File: config.mk
export PLATFORM = sky130hd
export DESIGN_NAME = velocity_command_slew_limiter
export DESIGN_NICKNAME = d
export VERILOG_FILES = /design/src/rtl/core/vcsl_pkg.sv /design/src/rtl/core/vcsl_step.sv /design/src/rtl/core/vcsl_lane.sv /design/src/rtl/core/velocity_command_slew_limiter.sv
export SDC_FILE = /design/constraint.sdc
export NUM_CORES = 2
export LEC_CHECK = 0
export ABC_CLOCK_PERIOD_IN_PS = 11700
export BUFFER_PORTS_ARGS = -buffer_cell sky130_fd_sc_hd__buf_4
export CORE_UTILIZATION = 45
export DETAILED_ROUTE_END_ITERATION = 7
export SETUP_SLACK_MARGIN = 0.05
export SLEW_MARGIN = 10
export SYNTH_ARGS = -nofsm -noshare
export SYNTH_HDL_FRONTEND = slang
export SYNTH_HIERARCHICAL = 1
export SYNTH_SLANG_ARGS = --single-unit
File: constraint.sdc
create_clock -name clk -period 11.7 [get_ports clk]
set_input_delay 0.585 -clock clk [delete_from_list [all_inputs] [get_ports clk]]
set_output_delay 0.585 -clock clk [all_outputs]
set_load 0.02 [all_outputs]
File: src/rtl/core/vcsl_pkg.sv
package vcsl_pkg;

  localparam int VEL_WIDTH_DEF      = 16;
  localparam int TICK_FRAC_BITS_DEF = 16;
  localparam int RATE_WIDTH         = 16;
  localparam int TICK_WIDTH         = 16;
  localparam int CFG_INDEX_WIDTH    = 2;

  typedef enum logic [CFG_INDEX_WIDTH-1:0] {
    REG_TRANS_ACCEL = 2'd0,
    REG_TRANS_DECEL = 2'd1,
    REG_YAW_ACCEL   = 2'd2,
    REG_YAW_DECEL   = 2'd3
  } cfg_reg_t;

endpackage

File: src/rtl/core/vcsl_step.sv
module vcsl_step #(
  parameter int VEL_WIDTH      = vcsl_pkg::VEL_WIDTH_DEF,
  parameter int TICK_FRAC_BITS = vcsl_pkg::TICK_FRAC_BITS_DEF
) (
  input  logic [vcsl_pkg::RATE_WIDTH-1:0] rate,
  input  logic [vcsl_pkg::TICK_WIDTH-1:0] tick,
  output logic [VEL_WIDTH:0]              step
);

  localparam int PROD_W = vcsl_pkg::RATE_WIDTH + vcsl_pkg::TICK_WIDTH + VEL_WIDTH + 1;

  logic [PROD_W-1:0] prod;
  logic [PROD_W-1:0] scaled;
  logic              sat;

  // A step of 2^VEL_WIDTH already spans the whole velocity range
  assign prod   = PROD_W'(rate) * PROD_W'(tick);
  assign scaled = prod >> TICK_FRAC_BITS;
  assign sat    = (scaled >> (VEL_WIDTH + 1)) != '0;
  assign step   = sat ? {1'b1, {VEL_WIDTH{1'b0}}} : scaled[VEL_WIDTH:0];

endmodule

File: src/rtl/core/vcsl_lane.sv
module vcsl_lane #(
  parameter int VEL_WIDTH = vcsl_pkg::VEL_WIDTH_DEF
) (
  input  logic signed [VEL_WIDTH-1:0] cur,
  input  logic signed [VEL_WIDTH-1:0] tgt,
  input  logic        [VEL_WIDTH:0]   up,
  input  logic        [VEL_WIDTH:0]   down,
  output logic signed [VEL_WIDTH-1:0] nxt
);

  localparam int XW = VEL_WIDTH + 2;

  logic signed [XW-1:0] cur_x;
  logic signed [XW-1:0] tgt_x;
  logic signed [XW-1:0] goal;
  logic signed [XW-1:0] abs_cur;
  logic signed [XW-1:0] abs_tgt;
  logic signed [XW-1:0] lim;
  logic signed [XW-1:0] moved;
  logic signed [XW-1:0] res;
  logic                 flip;

  always_comb begin
    cur_x   = XW'(cur);
    tgt_x   = XW'(tgt);
    abs_cur = cur[VEL_WIDTH-1] ? -cur_x : cur_x;
    abs_tgt = tgt[VEL_WIDTH-1] ? -tgt_x : tgt_x;
    // opposite signs: brake toward zero first
    flip    = (cur != '0) && (tgt != '0) && (cur[VEL_WIDTH-1] != tgt[VEL_WIDTH-1]);
    goal    = flip ? '0 : tgt_x;
    if (flip || (abs_tgt < abs_cur)) begin
      lim = $signed({1'b0, down});
    end else begin
      lim = $signed({1'b0, up});
    end
    if (goal > cur_x) begin
      moved = cur_x + lim;
      res   = (moved < goal) ? moved : goal;
    end else begin
      moved = cur_x - lim;
      res   = (moved > goal) ? moved : goal;
    end
    nxt = res[VEL_WIDTH-1:0];
  end

endmodule

File: src/rtl/core/velocity_command_slew_limiter.sv
// A transaction is registered in stage 1 (targets and steps), then in the held state,
// which is the output register. Throughput: one transaction per cycle while m_tready
// does not stall the output; the multiply stage feeds the per-axis update stage.
// Reset (rst, synchronous): rate registers cleared to 0 (invalid until written),
// held velocities cleared to 0, pipeline emptied.
module velocity_command_slew_limiter #(
  parameter int VEL_WIDTH      = vcsl_pkg::VEL_WIDTH_DEF,
  parameter int TICK_FRAC_BITS = vcsl_pkg::TICK_FRAC_BITS_DEF
) (
  input  logic                                  clk,
  input  logic                                  rst,
  input  logic                                  cfg_we,
  input  logic [vcsl_pkg::CFG_INDEX_WIDTH-1:0]  cfg_index,
  input  logic [vcsl_pkg::RATE_WIDTH-1:0]       cfg_wdata,
  input  logic                                  s_tvalid,
  output logic                                  s_tready,
  // target_vx, target_vy, target_yaw, tick_length
  input  logic [((3*VEL_WIDTH+vcsl_pkg::TICK_WIDTH+7)/8)*8-1:0] s_tdata,
  output logic                                  m_tvalid,
  input  logic                                  m_tready,
  // out_vx, out_vy, out_yaw
  output logic [((3*VEL_WIDTH+7)/8)*8-1:0]      m_tdata,
  // was_reset, set when an invalid config or zero tick cleared the velocities
  output logic                                  m_tuser
);

  localparam int TW    = vcsl_pkg::TICK_WIDTH;
  localparam int RW    = vcsl_pkg::RATE_WIDTH;
  localparam int OUT_W = ((3*VEL_WIDTH+7)/8)*8;

  logic [RW-1:0] trans_accel;
  logic [RW-1:0] trans_decel;
  logic [RW-1:0] yaw_accel;
  logic [RW-1:0] yaw_decel;

  always_ff @(posedge clk) begin
    if (rst) begin
      trans_accel <= '0;
      trans_decel <= '0;
      yaw_accel   <= '0;
      yaw_decel   <= '0;
    end else if (cfg_we) begin
      case (vcsl_pkg::cfg_reg_t'(cfg_index))
        vcsl_pkg::REG_TRANS_ACCEL: trans_accel <= cfg_wdata;
        vcsl_pkg::REG_TRANS_DECEL: trans_decel <= cfg_wdata;
        vcsl_pkg::REG_YAW_ACCEL:   yaw_accel   <= cfg_wdata;
        vcsl_pkg::REG_YAW_DECEL:   yaw_decel   <= cfg_wdata;
        default: ;
      endcase
    end
  end

  // input field split
  logic signed [VEL_WIDTH-1:0] in_vx;
  logic signed [VEL_WIDTH-1:0] in_vy;
  logic signed [VEL_WIDTH-1:0] in_yaw;
  logic        [TW-1:0]        in_tick;

  assign in_vx   = $signed(s_tdata[VEL_WIDTH-1:0]);
  assign in_vy   = $signed(s_tdata[2*VEL_WIDTH-1:VEL_WIDTH]);
  assign in_yaw  = $signed(s_tdata[3*VEL_WIDTH-1:2*VEL_WIDTH]);
  assign in_tick = s_tdata[3*VEL_WIDTH+TW-1:3*VEL_WIDTH];

  logic [VEL_WIDTH:0] ta_step;
  logic [VEL_WIDTH:0] td_step;
  logic [VEL_WIDTH:0] ya_step;
  logic [VEL_WIDTH:0] yd_step;

  vcsl_step #(.VEL_WIDTH(VEL_WIDTH), .TICK_FRAC_BITS(TICK_FRAC_BITS)) u_step_ta (
    .rate(trans_accel), .tick(in_tick), .step(ta_step)
  );
  vcsl_step #(.VEL_WIDTH(VEL_WIDTH), .TICK_FRAC_BITS(TICK_FRAC_BITS)) u_step_td (
    .rate(trans_decel), .tick(in_tick), .step(td_step)
  );
  vcsl_step #(.VEL_WIDTH(VEL_WIDTH), .TICK_FRAC_BITS(TICK_FRAC_BITS)) u_step_ya (
    .rate(yaw_accel), .tick(in_tick), .step(ya_step)
  );
  vcsl_step #(.VEL_WIDTH(VEL_WIDTH), .TICK_FRAC_BITS(TICK_FRAC_BITS)) u_step_yd (
    .rate(yaw_decel), .tick(in_tick), .step(yd_step)
  );

  // stage 1: targets and steps
  logic                        s1_valid;
  logic                        s1_bad;
  logic signed [VEL_WIDTH-1:0] s1_vx;
  logic signed [VEL_WIDTH-1:0] s1_vy;
  logic signed [VEL_WIDTH-1:0] s1_yaw;
  logic        [VEL_WIDTH:0]   s1_ta;
  logic        [VEL_WIDTH:0]   s1_td;
  logic        [VEL_WIDTH:0]   s1_ya;
  logic        [VEL_WIDTH:0]   s1_yd;

  // held state doubles as the output register
  logic signed [VEL_WIDTH-1:0] held_vx;
  logic signed [VEL_WIDTH-1:0] held_vy;
  logic signed [VEL_WIDTH-1:0] held_yaw;
  logic                        out_valid;
  logic                        out_bad;

  logic advance;
  logic s_accept;

  assign advance  = s1_valid && (!out_valid || m_tready);
  assign s_tready = !s1_valid || advance;
  assign s_accept = s_tvalid && s_tready;

  always_ff @(posedge clk) begin
    if (rst) begin
      s1_valid <= 1'b0;
    end else if (s_tready) begin
      s1_valid <= s_tvalid;
    end
  end

  always_ff @(posedge clk) begin
    if (s_accept) begin
      s1_vx  <= in_vx;
      s1_vy  <= in_vy;
      s1_yaw <= in_yaw;
      s1_ta  <= ta_step;
      s1_td  <= td_step;
      s1_ya  <= ya_step;
      s1_yd  <= yd_step;
      s1_bad <= (trans_accel == '0) || (trans_decel == '0) || (yaw_accel == '0) ||
                (yaw_decel == '0) || (in_tick == '0);
    end
  end

  logic signed [VEL_WIDTH-1:0] held_vx_next;
  logic signed [VEL_WIDTH-1:0] held_vy_next;
  logic signed [VEL_WIDTH-1:0] held_yaw_next;

  vcsl_lane #(.VEL_WIDTH(VEL_WIDTH)) u_lane_vx (
    .cur(held_vx), .tgt(s1_vx), .up(s1_ta), .down(s1_td), .nxt(held_vx_next)
  );
  vcsl_lane #(.VEL_WIDTH(VEL_WIDTH)) u_lane_vy (
    .cur(held_vy), .tgt(s1_vy), .up(s1_ta), .down(s1_td), .nxt(held_vy_next)
  );
  vcsl_lane #(.VEL_WIDTH(VEL_WIDTH)) u_lane_yaw (
    .cur(held_yaw), .tgt(s1_yaw), .up(s1_ya), .down(s1_yd), .nxt(held_yaw_next)
  );

  // merge: invalid config or zero tick clears all three axes
  always_ff @(posedge clk) begin
    if (rst) begin
      held_vx   <= '0;
      held_vy   <= '0;
      held_yaw  <= '0;
      out_valid <= 1'b0;
      out_bad   <= 1'b0;
    end else begin
      if (advance) begin
        held_vx   <= s1_bad ? '0 : held_vx_next;
        held_vy   <= s1_bad ? '0 : held_vy_next;
        held_yaw  <= s1_bad ? '0 : held_yaw_next;
        out_bad   <= s1_bad;
        out_valid <= 1'b1;
      end else if (m_tready) begin
        out_valid <= 1'b0;
      end
    end
  end

  assign m_tvalid = out_valid;
  assign m_tuser  = out_bad;
  assign m_tdata  = OUT_W'({held_yaw, held_vy, held_vx});

  a_reset_zero: assert property (@(posedge clk) disable iff (rst)
    (out_valid && out_bad) |-> (held_vx == '0 && held_vy == '0 && held_yaw == '0))
    else $error("cleared result carries nonzero velocity");

  a_hold_on_stall: assert property (@(posedge clk) disable iff (rst)
    (out_valid && !m_tready) |=>
      ($stable(held_vx) && $stable(held_vy) && $stable(held_yaw) && $stable(out_bad)))
    else $error("held state changed while result stalled");

  a_empty_ready: assert property (@(posedge clk) disable iff (rst)
    !s1_valid |-> s_tready)
    else $error("empty stage refused a transaction");

  a_advance_valid: assert property (@(posedge clk) disable iff (rst)
    advance |=> out_valid)
    else $error("advanced item did not reach output");

endmodule
==> results.sh <==
export IMPL_outcome="complete, no violations"
export IMPL_pwr_density_cell_nw_per_um2=87.19
export IMPL_setup_viol=0
export IMPL_cts_root_buf="clkbuf_16"
export IMPL_ctsLongestPathBuffers=3
export IMPL_grt_max_degree=98
export IMPL_tightest_slew_ns=1.252
export IMPL_routed_wl_um=158800
export IMPL_drive_gt1_share_pct=5.377
export IMPL_syn2layout_area_growth_pct=6.156
export IMPL_synth_edff_count=117
export IMPL_hold_worst_slack_ns=0.1546
export IMPL_layout_commonest_cell="inv_1"
export IMPL_clk_latency_ns=0.60
export IMPL_finalCritPeriodShare_pct=78.54
export IMPL_rows=127
export IMPL_ys_flop_type="edfxtp_1"
export IMPL_grt_pass1_vias=45290
export IMPL_dp_hpwl_um=120300
export IMPL_clock_fmax_mhz=108.8
export IMPL_cts_made_buffers=35
export IMPL_fin_setup_tns_ns=0
export IMPL_die_h_um=351.5
export IMPL_seqPwrFrac_pct=20.8
export IMPL_syn_area_per_cell_um2=8.683
export IMPL_comb_power_share_pct=58.2
export IMPL_crit_fanout=31
export IMPL_yosysSeqAreaShare_pct=10.58
export IMPL_critPathKind="reg2reg"
export IMPL_drt_iter0_drc=3161
export IMPL_worstSetupStartpointType="register"
export IMPL_p_sw_share_pct=47.05
export IMPL_ant_nets=0
export IMPL_htree_num_levels=2
export IMPL_hold_buffers=0
export IMPL_skew_ns=0.03053
export IMPL_fin_cells=7938
export IMPL_clockPowerShare_pct=20.9
export IMPL_ys_warn_count=6
export IMPL_place_area_um2=57230
export IMPL_crit_top_cell="nor2_1"
export IMPL_rsz0062_at_grt="false"
export IMPL_reg2regPathDepth=35
export IMPL_die_w_um=351.5
export IMPL_drc_errors=0
export IMPL_worstHoldPathType="in2reg"
export IMPL_ir_worst_vdd_uv=107.2
export IMPL_ys_ff_latch=232
export IMPL_global_route_usage_total_pct=25.86
export IMPL_async_reset_ff_share_pct=0
export IMPL_clkTransAtPathRegs_ns=0.06
export IMPL_final_cell_mix="inv_1, nand2_1, fa_1, ha_1, and2_1"
export IMPL_switchingPower_mw=2.394
export IMPL_cts_setup_buffers=0
export IMPL_dieArea_um2=123600
export IMPL_drt_pre_antenna_iters=6
export IMPL_arrival_ns=9.60
export IMPL_postLayoutCellArea_um2=58360
export IMPL_cts_resized=0
export IMPL_grt_pass1_wl_um=251400
export IMPL_slew_violations=0
export IMPL_overflow=0
export IMPL_finalHoldViolCount=0
export IMPL_max_slew_margin_pct=16.54
export IMPL_p_total_mw=5.089
export IMPL_cpPeakStageDelay_ns=0.62
export IMPL_cp_end_kind="register"
export IMPL_crit_slowest_cell="or4_1"
export IMPL_portBuffers=137
export IMPL_start_util_pct=45.59
export IMPL_dp_cells=7875
export IMPL_finalWorstSetupSlack_ns=2.511
export IMPL_ys_types=115
export IMPL_intPower_mw=2.695
export IMPL_cp_required_ns=12.11
export IMPL_utilization_pct=48.39
export IMPL_wl_per_cell_um=20.00
export IMPL_cap_violations=0
export IMPL_ios=138
export IMPL_syn_inst=6332
export IMPL_gp_congestion=0.9028
export IMPL_antenna_found_initial=1
export IMPL_via_per_inst=5.558
export IMPL_nets=7881
export IMPL_cts_tree="yes"
export IMPL_p_leak_nw=28.10
export IMPL_core_um2=120600
export IMPL_syn_area_um2=54980
export IMPL_worstHoldPathCells=1
export IMPL_clock_sinks=232
export IMPL_finalCriticalPeriod_ns=9.189
export IMPL_place_worst_setup_slack_ns=2.636
export IMPL_vias=44120
## cells in the mapped netlist, types with 11 or more instances
master	n	share of area (%)
nand3_1	68	0.62
or3_1	14	0.16
a211oi_1	35	0.48
a221o_1	34	0.62
nand4_1	63	0.72
dfxtp_1	115	4.2
o31ai_1	34	0.46
o41ai_1	12	0.19
o21ai_0	129	1.2
mux2_1	34	0.70
inv_1	1048	7.2
nor2_1	147	1.0
nor3b_1	12	0.16
o211ai_1	21	0.29
nand2b_1	25	0.28
buf_6	11	0.23
nand2_1	921	6.3
nor4_1	47	0.53
o21ai_1	28	0.25
or4_1	11	0.15
and4_1	11	0.18
o21a_1	22	0.30
and2_1	496	5.6
a22oi_1	15	0.20
xor2_1	41	0.65
nand3b_1	55	0.75
clkbuf_1	181	1.2
nor3_1	46	0.42
ha_1	716	16
nor2b_1	24	0.27
a21oi_1	331	3.0
mux2i_1	55	1.0
and3_1	46	0.52
xnor2_1	181	2.9
o21bai_1	24	0.33
buf_2	34	0.31
a21o_1	72	0.98
a31oi_1	32	0.36
fa_1	778	28
buf_4	19	0.26
mux2_2	17	0.35
edfxtp_1	117	6.4
## kinds of logic after synthesis
group                    Yosys count  share of synthesized area (%)
other                             10                        0.06828
AO/OA/AOI/OAI                    919                          11.23
flip-flops                       232                          10.58
AND/OR/NAND/NOR                 2038                          18.60
buffers and inverters           1311                          9.319
multiplexers                     106                          2.046
adder cells (fa/ha/maj)         1494                          44.62
XOR/XNOR                         222                          3.537
## worst max-delay path, delay by kind of cell, from the launching register on
family | cells | cell delay, ns
XOR/XNOR | 2 | 0.26
multiplexers | 1 | 0.39
adder cells (fa/ha/maj) | 3 | 1.12
flip-flops | 1 | 0.47
AND/OR/NAND/NOR | 14 | 2.93
buffers and inverters | 2 | 0.70
AO/OA/AOI/OAI | 13 | 3.10
## flip-flops by register name (all words and copies together), names as in the netlist, 17 cells and up
signal  flops
s1_ta      17
s1_td      17
s1_ya      17
s1_yd      17
## final cells by class
cell class | instances | area [µm²]
Sequential cell | 232 | 5816
Timing Repair Buffer | 181 | 1359
Clock buffer | 41 | 918.4
Inverter | 1055 | 3960
Multi-Input combinational cell | 4795 | 44080
Tap cell | 1612 | 2017
Fill cell | 11740 | 62240
Clock inverter | 19 | 209.0
Antenna cell | 3 | 7.507
## power by group through the flow
stage / sequential (mW) / combinational [mW] / clock (mW)
floorplan: 1.00 / 2.19 / 0
global placement: 1.07 / 2.89 / 0
detailed placement: 1.07 / 2.92 / 0
CTS: 1.06 / 2.94 / 1.09
global route: 1.07 / 3.31 / 1.12
finish: 1.06 / 2.96 / 1.07
## final timing paths
check	from	end	slack, ns
setup / recovery	s1_vx[2]	held_vx[11]	2.51
hold / removal	s_tdata[31]	s1_vy[15]	0.15
setup reg to reg	s1_vx[2]	held_vx[11]	2.51
hold reg to reg	m_tuser	m_tuser	0.46
## layer usage
metal | routed length [µm] | track usage (%) | up-vias | part of all wire, %
li1 | - | - | 20550 | -
met1 | 73340 | 35.76 | 22090 | 46
met2 | 73060 | 42.75 | 1238 | 46
met3 | 8307 | 2.774 | 245 | 5.2
met4 | 4067 | 7.187 | 0 | 2.6
met5 | 0 | 0 | - | 0
No activity file was read; power rests on OpenSTA's default activity.
